**src/seg7s_pkg.sv**
```systemverilog
// seg7s_pkg: shared types, constants and the segment decode for the
// seven-segment scan stopwatch. No dependencies.

package seg7s_pkg;

   // default number of display positions
   localparam int DIGITS_DEFAULT = 4;

   // highest position count that has enable lines and text characters
   localparam int TEXT_POSITIONS = 4;

   // digit code for a dark position
   localparam logic [3:0] BLANK_CODE = 4'd15;

   // stopwatch limits and register reset
   localparam logic [13:0] WATCH_MAX    = 14'd9999;
   localparam logic [15:0] PERIOD_RESET = 16'd1000;

   // ascii digit range
   localparam logic [7:0] CHAR_ZERO = 8'h30;
   localparam logic [7:0] CHAR_NINE = 8'h39;

   // request codes
   localparam logic [2:0] REQ_TICK    = 3'd0;
   localparam logic [2:0] REQ_REFRESH = 3'd1;
   localparam logic [2:0] REQ_START   = 3'd2;
   localparam logic [2:0] REQ_STOP    = 3'd3;
   localparam logic [2:0] REQ_CLEAR   = 3'd4;
   localparam logic [2:0] REQ_LOAD    = 3'd5;

   // per-item control broadcast to every cell in the chain
   typedef struct packed {
      logic       tick_fire;   // stopwatch adds one second
      logic       count_wrap;  // that second wraps the count to zero
      logic       zero_all;    // stopwatch reset: all positions show 0
      logic       load;        // text load
      logic       refresh;     // advance the scan token
      logic [3:0] text_len;    // loaded text length
   } cell_ctrl_type;

   // segment pattern, bit0 a .. bit6 g
   function automatic logic [6:0] seg_decode(input logic [3:0] code);
      logic [6:0] seg;
      case (code)
         4'd0:    seg = 7'h3F;
         4'd1:    seg = 7'h06;
         4'd2:    seg = 7'h5B;
         4'd3:    seg = 7'h4F;
         4'd4:    seg = 7'h66;
         4'd5:    seg = 7'h6D;
         4'd6:    seg = 7'h7D;
         4'd7:    seg = 7'h07;
         4'd8:    seg = 7'h7F;
         4'd9:    seg = 7'h67;
         default: seg = 7'h00;
      endcase
      return seg;
   endfunction

endpackage

```
**src/seg7s_cell.sv**
```systemverilog
// seg7s_cell: one display position. Holds its shown digit code, one decimal
// digit of the stopwatch count and its share of the scan token.
// Depends on seg7s_pkg.

module seg7s_cell #(
   parameter int INDEX = 0
) (
   input  logic                     clock,
   input  logic                     reset,
   input  logic                     advance,     // an item is accepted
   input  seg7s_pkg::cell_ctrl_type ctrl,
   input  logic [7:0]               text_char,
   input  logic                     carry_in,    // from the next lower decimal digit
   output logic                     carry_out,
   input  logic                     ok_in,       // text still all digits to the left
   output logic                     ok_out,
   input  logic                     token_in,    // scan token of the previous position
   output logic                     token_out,
   output logic [3:0]               code_sel     // own code while holding the token, else 0
);

   localparam logic [3:0] POS = INDEX[3:0];

   logic [3:0] code_ff, code_in;
   logic [3:0] bcd_ff, bcd_in;
   logic       token_ff, token_next_in;
   logic       is_digit;
   logic       in_text;
   logic       digit_here;

   // text check: this position takes a character only if all earlier ones were digits
   assign is_digit   = (text_char >= seg7s_pkg::CHAR_ZERO) && (text_char <= seg7s_pkg::CHAR_NINE);
   assign in_text    = POS < ctrl.text_len;
   assign digit_here = ok_in && in_text && is_digit;
   assign ok_out     = ok_in && (!in_text || is_digit);

   // decimal digit of the running count
   assign carry_out = carry_in && (bcd_ff == 4'd9);

   always_comb begin
      bcd_in = bcd_ff;
      if (ctrl.zero_all || (ctrl.tick_fire && ctrl.count_wrap)) begin
         bcd_in = 4'd0;
      end else if (ctrl.tick_fire && carry_in) begin
         bcd_in = (bcd_ff == 4'd9) ? 4'd0 : bcd_ff + 4'd1;
      end
   end

   // shown code
   always_comb begin
      code_in = code_ff;
      if (ctrl.zero_all) begin
         code_in = 4'd0;
      end else if (ctrl.tick_fire) begin
         code_in = bcd_in;
      end else if (ctrl.load) begin
         code_in = digit_here ? 4'(text_char - seg7s_pkg::CHAR_ZERO) : seg7s_pkg::BLANK_CODE;
      end
   end

   // scan token moves one position on refresh
   assign token_next_in = ctrl.refresh ? token_in : token_ff;
   assign token_out     = token_ff;
   assign code_sel      = token_ff ? code_ff : 4'd0;

   always_ff @(posedge clock) begin
      if (reset) begin
         code_ff  <= seg7s_pkg::BLANK_CODE;
         bcd_ff   <= 4'd0;
         token_ff <= (INDEX == 0);
      end else if (advance) begin
         code_ff  <= code_in;
         bcd_ff   <= bcd_in;
         token_ff <= token_next_in;
      end
   end

endmodule

```
**src/seg7_scan_stopwatch.sv**
```systemverilog
// seg7_scan_stopwatch: top level of the multiplexed seven-segment driver
// with seconds stopwatch. Depends on seg7s_pkg and seg7s_cell.

// For every item, the chain of position cells and the tick
// counter update in the clock edge that accepts the item, and the result
// (the held segment drive, enables and stopwatch state after that item) is
// shown from registers on the next cycle. A new item is taken in the same
// cycle the previous result is taken, so the block sustains one item per
// clock; only a stalled result channel holds off the input. The stopwatch
// keeps its count both in binary and as one decimal digit per cell, with the
// carry rippling from the rightmost cell, so no division is needed.

module seg7_scan_stopwatch #(
   parameter int DIGITS = seg7s_pkg::DIGITS_DEFAULT
) (
   input  logic        clock,
   input  logic        reset,
   // input items
   input  logic        req_valid,
   output logic        req_ready,
   input  logic [2:0]  req_type,
   input  logic [7:0]  req_char_first,
   input  logic [7:0]  req_char_second,
   input  logic [7:0]  req_char_third,
   input  logic [7:0]  req_char_fourth,
   input  logic [3:0]  req_char_count,
   // result items
   output logic        rsp_valid,
   input  logic        rsp_ready,
   output logic [7:0]  rsp_segment_lines,
   output logic [3:0]  rsp_digit_enables,
   output logic        rsp_watch_running,
   output logic [13:0] rsp_watch_value,
   output logic        rsp_text_valid,
   // period register
   input  logic        csr_wr_en,
   input  logic [15:0] csr_wr_data
);

   localparam int LIMIT   = (DIGITS < seg7s_pkg::TEXT_POSITIONS) ? DIGITS
                                                                  : seg7s_pkg::TEXT_POSITIONS;
   localparam logic [3:0] LIMIT_CODE = LIMIT[3:0];
   localparam int EN_LINES = LIMIT;

   logic                     accept;
   logic                     rsp_valid_ff;
   logic [15:0]              period_ff;
   logic [15:0]              ticks_ff, ticks_in;
   logic [13:0]              count_ff, count_in;
   logic                     on_ff, on_in;
   logic [6:0]               seg_hold_ff, seg_hold_in;
   logic [3:0]               en_hold_ff, en_hold_in;
   logic                     text_ok_ff, text_ok_in;
   logic [15:0]              period_eff;
   logic [15:0]              ticks_inc;
   logic                     is_tick;
   logic                     tick_fire;
   seg7s_pkg::cell_ctrl_type ctrl;
   logic [7:0]               chars [0:seg7s_pkg::TEXT_POSITIONS-1];
   logic [DIGITS:0]          carry;
   logic [DIGITS:0]          ok;
   logic [DIGITS-1:0]        token;
   logic [3:0]               code_sel [0:DIGITS-1];
   logic [3:0]               sel_code;

   // handshake: output register frees up in the cycle it is taken
   assign req_ready = !rsp_valid_ff || rsp_ready;
   assign accept    = req_valid && req_ready;

   always_ff @(posedge clock) begin
      if (reset) begin
         rsp_valid_ff <= 1'b0;
      end else if (accept) begin
         rsp_valid_ff <= 1'b1;
      end else if (rsp_ready) begin
         rsp_valid_ff <= 1'b0;
      end
   end

   // period register
   always_ff @(posedge clock) begin
      if (reset) begin
         period_ff <= seg7s_pkg::PERIOD_RESET;
      end else if (csr_wr_en) begin
         period_ff <= csr_wr_data;
      end
   end

   // tick counting
   assign period_eff = (period_ff == 16'd0) ? 16'd1 : period_ff;
   assign ticks_inc  = (ticks_ff == 16'hFFFF) ? ticks_ff : ticks_ff + 16'd1;
   assign is_tick    = req_type == seg7s_pkg::REQ_TICK;
   assign tick_fire  = is_tick && on_ff && (ticks_inc >= period_eff);

   // cell control
   always_comb begin
      ctrl.tick_fire  = tick_fire;
      ctrl.count_wrap = count_ff >= seg7s_pkg::WATCH_MAX;
      ctrl.zero_all   = req_type == seg7s_pkg::REQ_CLEAR;
      ctrl.load       = req_type == seg7s_pkg::REQ_LOAD;
      ctrl.refresh    = req_type == seg7s_pkg::REQ_REFRESH;
      ctrl.text_len   = req_char_count;
   end

   assign chars[0] = req_char_first;
   assign chars[1] = req_char_second;
   assign chars[2] = req_char_third;
   assign chars[3] = req_char_fourth;

   // chain ends: carry enters at the rightmost cell, text check at the leftmost
   assign carry[DIGITS] = 1'b1;
   assign ok[0]         = req_char_count <= LIMIT_CODE;

   // row of position cells
   for (genvar i = 0; i < DIGITS; i++) begin : g_cell
      logic [7:0] cell_char;
      if (i < seg7s_pkg::TEXT_POSITIONS) begin : g_char
         assign cell_char = chars[i];
      end else begin : g_nochar
         assign cell_char = 8'd0;
      end

      seg7s_cell #(
         .INDEX (i)
      ) u_cell (
         .clock     (clock),
         .reset     (reset),
         .advance   (accept),
         .ctrl      (ctrl),
         .text_char (cell_char),
         .carry_in  (carry[i+1]),
         .carry_out (carry[i]),
         .ok_in     (ok[i]),
         .ok_out    (ok[i+1]),
         .token_in  (token[(i + DIGITS - 1) % DIGITS]),
         .token_out (token[i]),
         .code_sel  (code_sel[i])
      );
   end

   // code of the position under the scan token
   always_comb begin
      sel_code = 4'd0;
      for (int i = 0; i < DIGITS; i++) begin
         sel_code = sel_code | code_sel[i];
      end
   end

   // next state of the held drive and stopwatch
   always_comb begin
      ticks_in    = ticks_ff;
      count_in    = count_ff;
      on_in       = on_ff;
      seg_hold_in = seg_hold_ff;
      en_hold_in  = en_hold_ff;
      text_ok_in  = 1'b0;
      case (req_type)
         seg7s_pkg::REQ_TICK: begin
            if (on_ff) begin
               ticks_in = tick_fire ? 16'd0 : ticks_inc;
               if (tick_fire) begin
                  count_in = ctrl.count_wrap ? 14'd0 : count_ff + 14'd1;
               end
            end
         end
         seg7s_pkg::REQ_REFRESH: begin
            en_hold_in = 4'd0;
            if (sel_code < 4'd10) begin
               seg_hold_in = seg7s_pkg::seg_decode(sel_code);
               for (int i = 0; i < EN_LINES; i++) begin
                  en_hold_in[i] = token[i];
               end
            end
         end
         seg7s_pkg::REQ_START: begin
            on_in    = 1'b1;
            ticks_in = 16'd0;
         end
         seg7s_pkg::REQ_STOP: begin
            on_in = 1'b0;
         end
         seg7s_pkg::REQ_CLEAR: begin
            count_in = 14'd0;
            on_in    = 1'b0;
            ticks_in = 16'd0;
         end
         seg7s_pkg::REQ_LOAD: begin
            text_ok_in = ok[DIGITS];
         end
         default: begin
         end
      endcase
   end

   always_ff @(posedge clock) begin
      if (reset) begin
         ticks_ff    <= 16'd0;
         count_ff    <= 14'd0;
         on_ff       <= 1'b0;
         seg_hold_ff <= 7'd0;
         en_hold_ff  <= 4'd0;
         text_ok_ff  <= 1'b0;
      end else if (accept) begin
         ticks_ff    <= ticks_in;
         count_ff    <= count_in;
         on_ff       <= on_in;
         seg_hold_ff <= seg_hold_in;
         en_hold_ff  <= en_hold_in;
         text_ok_ff  <= text_ok_in;
      end
   end

   // result item
   assign rsp_valid         = rsp_valid_ff;
   assign rsp_segment_lines = {1'b0, seg_hold_ff};
   assign rsp_digit_enables = en_hold_ff;
   assign rsp_watch_running = on_ff;
   assign rsp_watch_value   = count_ff;
   assign rsp_text_valid    = text_ok_ff;

endmodule
```
**config.mk**
```make
export PLATFORM = sky130hd
export DESIGN_NAME = seg7_scan_stopwatch
export DESIGN_NICKNAME = d
export VERILOG_FILES = /design/src/seg7s_pkg.sv /design/src/seg7s_cell.sv /design/src/seg7_scan_stopwatch.sv
export SDC_FILE = /design/constraint.sdc
export NUM_CORES = 1
export LEC_CHECK = 0
export BUFFER_PORTS_ARGS = -buffer_cell sky130_fd_sc_hd__buf_4
export CAP_MARGIN = 20
export CORE_UTILIZATION = 58
export CTS_BUF_LIST = sky130_fd_sc_hd__clkbuf_4 sky130_fd_sc_hd__clkbuf_8 sky130_fd_sc_hd__clkbuf_16
export CTS_CLUSTER_SIZE = 20
export DETAILED_ROUTE_END_ITERATION = 8
export GPL_TIMING_DRIVEN = 0
export PLACE_DENSITY = 0.81
export SLEW_MARGIN = 0
export SYNTH_ARGS = -nofsm -noshare
export SYNTH_HDL_FRONTEND = slang
export SYNTH_SLANG_ARGS = --single-unit
```
**constraint.sdc**
```tcl
create_clock -name clock -period 5.3 [get_ports clock]
set_clock_uncertainty 0.15 [all_clocks]
set_input_delay 1.06 -clock clock [delete_from_list [all_inputs] [get_ports clock]]
set_output_delay 1.06 -clock clock [all_outputs]
set_load 0.01 [all_outputs]
```
* Word level (Yosys, flattened, before mapping)
Memory sizes are Yosys's and may differ from the RTL's. A register that Yosys moved wholly into a read port is not among the register bits.
Index checks and enable logic that the tools add are counted.
** Storage, ports and cells
- Register bits :: 89
- Latch bits :: 0
- Memory bits (writable) :: 0
- Bits in read-only memories :: 112
- Bits of input ports :: 60
- Memories :: 1
** Cells by class
- $add $sub $neg :: 10
- Multiply operators :: 0
- Divide/modulo/power cells :: 0
- Order comparisons :: 16
- Eq/ne operators :: 12
- Shift operators :: 0
- Multiplexer cells :: 46
- Bitwise operators :: 3
- Reductions and logical operators :: 51
** Memories
- (name not given) :: words 16, bits a word 7, read ports 1, clocked after Yosys merged registers in 1, wr ports 0, RTL line seg7s_pkg.sv:44 : case (code)
** Operators with widths (number)
- $mux 4 :: 33
- $mux 16 :: 4
- $mux 14 :: 3
- $ge 8x6->1 const B :: 4
- $le 8x6->1 const B :: 4
- $pmux 16 s2 :: 1
- $pmux 14 s2 :: 1
- $logic_and 1x1->1 :: 25
- $add 16x1->16 const B :: 1
- $add 4x1->4 const B :: 4
- $eq 16x16->1 const B :: 1
- $eq 4x4->1 const B :: 4
- $ge 16x16->1 :: 1
- $logic_not 16->1 :: 1
- $sub 4x1->4 const B :: 4
- $add 14x1->14 const B :: 1
- $ge 14x14->1 const B :: 1
- $or 4x4->4 :: 3
- $lt 1x4->1 const A :: 2
- $lt 2x4->1 const A :: 2
- $reduce_bool 2->1 :: 4
- $eq 3x2->1 const B :: 2
- $eq 3x3->1 const B :: 2
- $logic_or 1x1->1 :: 6
- other kinds (14) :: 24

* Depth between registers and ports, before layout
- Depth after elaboration :: 12
- Mapped depth :: 18

* Modules after synthesis
From an unflattened synthesis, not the netlist that was laid out.
** Unflattened totals
- Cell total of the unflattened synthesis :: 767
- Area, all modules :: 6169.7 µm²
** Modules (own cells, without submodules)
- seg7_scan_stopwatch :: instances 1, cells an instance 426, area an instance 3528.4 µm²
- seg7s_cell at g_cell[0].u_cell :: instances 1, cells an instance 81, area an instance 675.6 µm²
- seg7s_cell at g_cell[1].u_cell :: instances 1, cells an instance 89, area an instance 656.9 µm²
- seg7s_cell at g_cell[2].u_cell :: instances 1, cells an instance 87, area an instance 656.9 µm²
- seg7s_cell at g_cell[3].u_cell :: instances 1, cells an instance 84, area an instance 651.9 µm²

* Worst setup path before layout
No wires, ideal clock.
- Kind :: reg-to-reg
- Start point :: reg ticks_ff[9]
- End point :: reg g_cell[2].u_cell.code_ff[3]
- Arrival time :: 3.637 ns
- Slack :: 1.382 ns
- Stages on the path, launching flop included :: 18
- Clock period less this slack :: 3.918 ns
- Cells stage by stage :: dfxtp_1 -> and4_1 -> clkbuf_1 -> and4_1 -> nand3_1 -> clkbuf_1 -> nand3_1 -> xnor2_1 -> ha_1 -> a21oi_1 -> nor3_1 -> nor4_2 -> buf_4 -> a31o_2 -> buf_2 -> nand2_1 -> o31ai_1 -> o211ai_1
** On the way
- Cells in the longest elaborated chain, start to end :: 9
- Elaborated cells on any way between the ends :: 14
- Those cells by class :: add/sub: 1; order compare: 1; eq/ne: 1; mux: 5; reduce/logical: 6
** Ends and longest elaborated chain
- start, declared :: RTL line seg7_scan_stopwatch.sv:48 : logic [15:0] ticks_ff, ticks_in;
- start signal, assigned :: RTL line seg7_scan_stopwatch.sv:204 : ticks_ff <= ticks_in;
- $add 16x1->16 or $eq 16x16->1 (tied branches) :: RTL line seg7_scan_stopwatch.sv:91 : assign ticks_inc = (ticks_ff == 16'hFFFF) ? ticks_ff : ticks_ff + 16'd1;
- $mux 16 * :: RTL line seg7_scan_stopwatch.sv:91
- $ge 16x16->1 * :: RTL line seg7_scan_stopwatch.sv:93 : assign tick_fire = is_tick && on_ff && (ticks_inc >= period_eff);
- $logic_and 1x1->1 * :: RTL line seg7_scan_stopwatch.sv:93
- $logic_and 1x1->1 (on tied branches) :: RTL line seg7s_cell.sv:44, seg7s_cell.sv:42
- $mux 4 or $logic_or 1x1->1 (tied branches) :: RTL line seg7s_cell.sv:44, seg7s_cell.sv:42
- $mux 4 :: RTL line seg7s_cell.sv:42 : if (ctrl.zero_all || (ctrl.tick_fire && ctrl.count_wrap)) begin
- $mux 4 :: RTL line seg7s_cell.sv:54 : end else if (ctrl.tick_fire) begin
- $mux 4 :: RTL line seg7s_cell.sv:52 : if (ctrl.zero_all) begin
- end signal, assigned :: RTL line seg7s_cell.sv:68 : code_ff <= seg7s_pkg::BLANK_CODE;
- end signal, assigned :: RTL line seg7s_cell.sv:72 : code_ff <= code_in;
- end, declared :: RTL line seg7s_cell.sv:24 : logic [3:0] code_ff, code_in;
Every way passes the cells marked *; elsewhere a longest branch is shown, timed or not.
A chain may end at the register's enable or synchronous reset.

* Worst setup path in the final report
- Start point :: reg ticks_ff[8]
- End point :: reg g_cell[3].u_cell.bcd_ff[2]
** On the way
- Cells in the longest elaborated chain, start to end :: 7
- Elaborated cells on any way between the ends :: 9
- Those cells by class :: add/sub: 1; order compare: 1; eq/ne: 1; mux: 3; reduce/logical: 3
** Ends and longest elaborated chain
- $add 16x1->16 or $eq 16x16->1 (tied branches) :: RTL line seg7_scan_stopwatch.sv:91
- $mux 16 * :: RTL line seg7_scan_stopwatch.sv:91
- $ge 16x16->1 * :: RTL line seg7_scan_stopwatch.sv:93
- $logic_and 1x1->1 * :: RTL line seg7_scan_stopwatch.sv:93
- $logic_and 1x1->1 :: RTL line seg7s_cell.sv:42
- $logic_or 1x1->1 :: RTL line seg7s_cell.sv:42
- $mux 4 * :: RTL line seg7s_cell.sv:42
- end signal, assigned :: RTL line seg7s_cell.sv:73 : bcd_ff <= bcd_in;
- end, declared :: RTL line seg7s_cell.sv:25 : logic [3:0] bcd_ff, bcd_in;
Marked as above.

==> results_dict.tcl <==
set metrics [dict create \
    layout.nets 897 \
    crit_type "register to register" \
    htree_levels 3 \
    cp_cell_sequence "and4_1, clkbuf_1, and4_1, nand3_1, clkbuf_1, nand3_1, xnor2_1, ha_1, a21oi_1, nor3_1, nor4_2, a311oi_2, nor2_1, o21ai_0, o31ai_1" \
    cts_sinks 96 \
    p_leak_uw 0.002669 \
    crit_arrival_ns 5.00 \
    syn_area_per_cell_um2 8.145 \
    ys_warn_count 0 \
    slew_headroom_pct 32.65 \
    die_h_um 101.9 \
    ys_seq_elements 96 \
    setup_viol 0 \
    syn_nets 802 \
    ant_nets 0 \
    critical_path_required_ns 5.47 \
    reg2reg_depth 15 \
    core_area_um2 9729 \
    end_kind "register" \
    hp-start "g_cell[3].u_cell.code_ff[3]$_SDFFE_PP1P_" \
    cts_setup_buffers 0 \
    dp_hpwl_mm 12.00 \
    slowest_stage "nor2_1" \
    num_io_pins 90 \
    async_reset_ff_share_pct 0 \
    tightest_slew_ns 1.004 \
    first_pass_iters 7 \
    area_growth_pct 17.14 \
    grt_antenna_before_repair 0 \
    min_period_ns 4.836 \
    port-buffer-count 84 \
    hold_viol 0 \
    path_buf_inv 2 \
    fmax_ghz 0.2068 \
    r2r_slack_ns 0.46 \
    gp_congestion 0.9323 \
    root_buffer "clkbuf_8" \
    grt_pass1_vias 5288 \
    avgViaCountPerCell 6.145 \
    initial_core_util_pct 59.44 \
    powerDensity_nw_per_um2 207.1 \
    grt_overflow 0 \
    n_fill_cell 824 \
    hp-class "register to register" \
    critPathMaxStageDelay_ns 0.67 \
    drcViolationCount 1 \
    synth-seq-area-share_pct 33.23 \
    drive_above_1_share_pct 17.68 \
    start_kind "register" \
    synth_cell_types 78 \
    die-area_um2 10370 \
    crit_fanout 10 \
    setup_tns_ns 0 \
    peakVddDrop_mv 0.2040 \
    grt_pass1_wl_mm 25.25 \
    rsz0062_at_grt "no" \
    cts-root-to-sink-buffers 2 \
    first_iter_violations 504 \
    cts_tree "done" \
    synth_edf_count 0 \
    grt.total_usage_pct 31.79 \
    worstHoldPathCells 2 \
    antenna_cells 0 \
    power_uw 1403 \
    cpLargestDelayFamily "simple AND/OR/NAND/NOR gates" \
    cts_resized 0 \
    ys.flop_type "dfxtp_1" \
    num_vias 5789 \
    totalWireLength_mm 16.00 \
    cts_made_buffers 9 \
    outcome "complete, but fails checks" \
    syn_area_um2 5783 \
    final.period_utilization_pct 91.25 \
    postLayoutCoreUtil_pct 69.62 \
    worstSkewPairLatency_ns 0.40 \
    reg2reg_from "ticks_ff[8]$_SDFFE_PP0P_" \
    rr_endpoint "g_cell[3].u_cell.bcd_ff[2]$_SDFFE_PP0P_" \
    finalMaxSlewViolations 0 \
    ctsHoldBuffers 0 \
    wl_per_cell_um 16.99 \
    cap_violations 0 \
    fp.dieW_um 101.9 \
    min_to "g_cell[3].u_cell.code_ff[3]$_SDFFE_PP1P_" \
    grt_max_degree 17 \
    synthCells 710 \
    cts.clk_slew.worst_paths_ns 0.10 \
    violations "design-rule violations" \
    rows 36 \
]
cell usage in the layout, fill, tap and decap left out, types with 4 or more instances in the layout:
master | synthesis | layout
a311oi_1 | 7 | 7
inv_1 | 30 | 30
or4_1 | 4 | 4
buf_2 | 8 | 8
o21ai_1 | 6 | 6
nor2_1 | 90 | 90
xor2_1 | 7 | 7
nand3_1 | 19 | 19
nand3b_1 | 6 | 6
nand2_1 | 54 | 54
nand2b_1 | 6 | 6
nor3_1 | 16 | 16
a31oi_1 | 10 | 10
xnor2_1 | 11 | 11
o31ai_1 | 11 | 11
and4_1 | 4 | 4
a21oi_1 | 69 | 69
and2_1 | 4 | 4
clkbuf_8 | 0 | 9
a22oi_1 | 19 | 19
nor4_1 | 5 | 5
nand4_1 | 13 | 13
clkbuf_1 | 20 | 20
a32oi_1 | 4 | 4
buf_4 | 5 | 89
a21o_1 | 7 | 7
and3_1 | 8 | 8
mux2i_1 | 17 | 17
dfxtp_1 | 96 | 96
o21ai_0 | 35 | 35
o211ai_1 | 11 | 11
ha_1 | 32 | 32
mux2_2 | 6 | 6
kinds of logic (layout without fill, tap and decap cells):
family	count (synthesis)	count (layout)	share of synthesized area, %
AOI/OAI and AO/OA	219	219	25.68
xor gates and xnor gates	18	18	2.726
adders and majority gates	32	32	6.923
buffers and inverters	69	168	5.366
DFF	96	96	33.23
muxes	25	25	4.565
other	1	1	0.06484
and+or+nand+nor	250	250	21.44
Yosys cell counts, types with 7 or more instances:
master,count,area share [%]
nand3_1,19,1.6
o211ai_1,11,1.4
a22oi_1,19,2.5
and3_1,8,0.87
nor2_1,90,5.8
nand4_1,13,1.4
o31ai_1,11,1.4
buf_2,8,0.69
ha_1,32,6.9
mux2i_1,17,2.9
a311oi_1,7,1.1
nand2_1,54,3.5
nor3_1,16,1.4
a31oi_1,10,1.1
o21ai_0,35,3.0
a21oi_1,69,6.0
a21o_1,7,0.91
inv_1,30,1.9
dfxtp_1,96,33
xor2_1,7,1.1
clkbuf_1,20,1.3
xnor2_1,11,1.7
final cells by class:
type | count | area (um^2) | area share [%]
Inverter | 30 | 112.6 | 1.662
Multi-Input combinational cell | 545 | 3551 | 52.42
Sequential cell | 96 | 1922 | 28.37
Tap cell | 133 | 166.4 | 2.457
Clock inverter | 6 | 70.07 | 1.034
Clock buffer | 9 | 123.9 | 1.829
Buffer | 39 | 197.7 | 2.918
Timing Repair Buffer | 84 | 630.6 | 9.309
sequential cells by signal (all words and copies together), names as in the netlist:
signal and flops:
rsp_digit_enables 4, g_cell.u_cell.code_ff 16, rsp_watch_value 14, rsp_valid 1
rsp_text_valid 1, seg_hold_ff 7, g_cell.u_cell.bcd_ff 16, period_ff 16
g_cell.u_cell.token_out 4, rsp_watch_running 1, ticks_ff 16
routing by layer:
layer	track usage (%)	part of all wire (%)	vias up
met3	7.114	7.7	32
met1	41.28	44	2687
met4	12.20	2.1	0
li1	-	-	2813
met2	51.61	46	257
met5	0	0	-
worst reg2reg max path: cells and delay by family, from the launching register on:
kind / cells / cell delay [ns]
and+or+nand+nor: 7 / 2.20
AOI/OAI and AO/OA: 4 / 0.97
buffers and inverters: 2 / 0.52
DFF: 1 / 0.36
adders and majority gates: 1 / 0.28
xor gates and xnor gates: 1 / 0.27
through the flow:
| step | setup slack [ns] | area [um^2] | instances | hold WS (ns) |
|---|---|---|---|---|
| final | 0.4636 | 6774 | 942 | 0.3441 |
| after global routing | 0.1693 | 6774 | 942 | 0.3787 |
| after CTS | 0.5029 | 6774 | 942 | 0.3379 |
| after detailed placement | 0.5526 | 6580 | 927 | 0.3178 |
| after global placement | 0.6466 | 6580 | 927 | 0.3066 |
| after floorplan | 1.382 | 5783 | 710 | 0.2892 |
power breakdown:
part           leakage [uW]  internal, uW  switching (uW)
combinational       0.00179          68.7            88.8
clock             0.0000996           219             277
sequential         0.000780           737            12.8
worst max path at each step:
stage | to | depth (start not counted) | start | slack, ns
2_1_floorplan | g_cell[2].u_cell.code_ff[3]$_SDFFE_PP1P_ | 17 | ticks_ff[9]$_SDFFE_PP0P_ | 1.38
3_3_place_gp | g_cell[3].u_cell.bcd_ff[2]$_SDFFE_PP0P_ | 15 | ticks_ff[6]$_SDFFE_PP0P_ | 0.65
5_1_grt | g_cell[2].u_cell.code_ff[2]$_SDFFE_PP1P_ | 17 | ticks_ff[7]$_SDFFE_PP0P_ | 0.17
4_1_cts | g_cell[3].u_cell.bcd_ff[2]$_SDFFE_PP0P_ | 15 | ticks_ff[8]$_SDFFE_PP0P_ | 0.50
3_5_place_dp | g_cell[3].u_cell.bcd_ff[2]$_SDFFE_PP0P_ | 15 | ticks_ff[8]$_SDFFE_PP0P_ | 0.55
6_report | g_cell[3].u_cell.bcd_ff[2]$_SDFFE_PP0P_ | 15 | ticks_ff[8]$_SDFFE_PP0P_ | 0.46
Power figures use the tool's default switching activity.
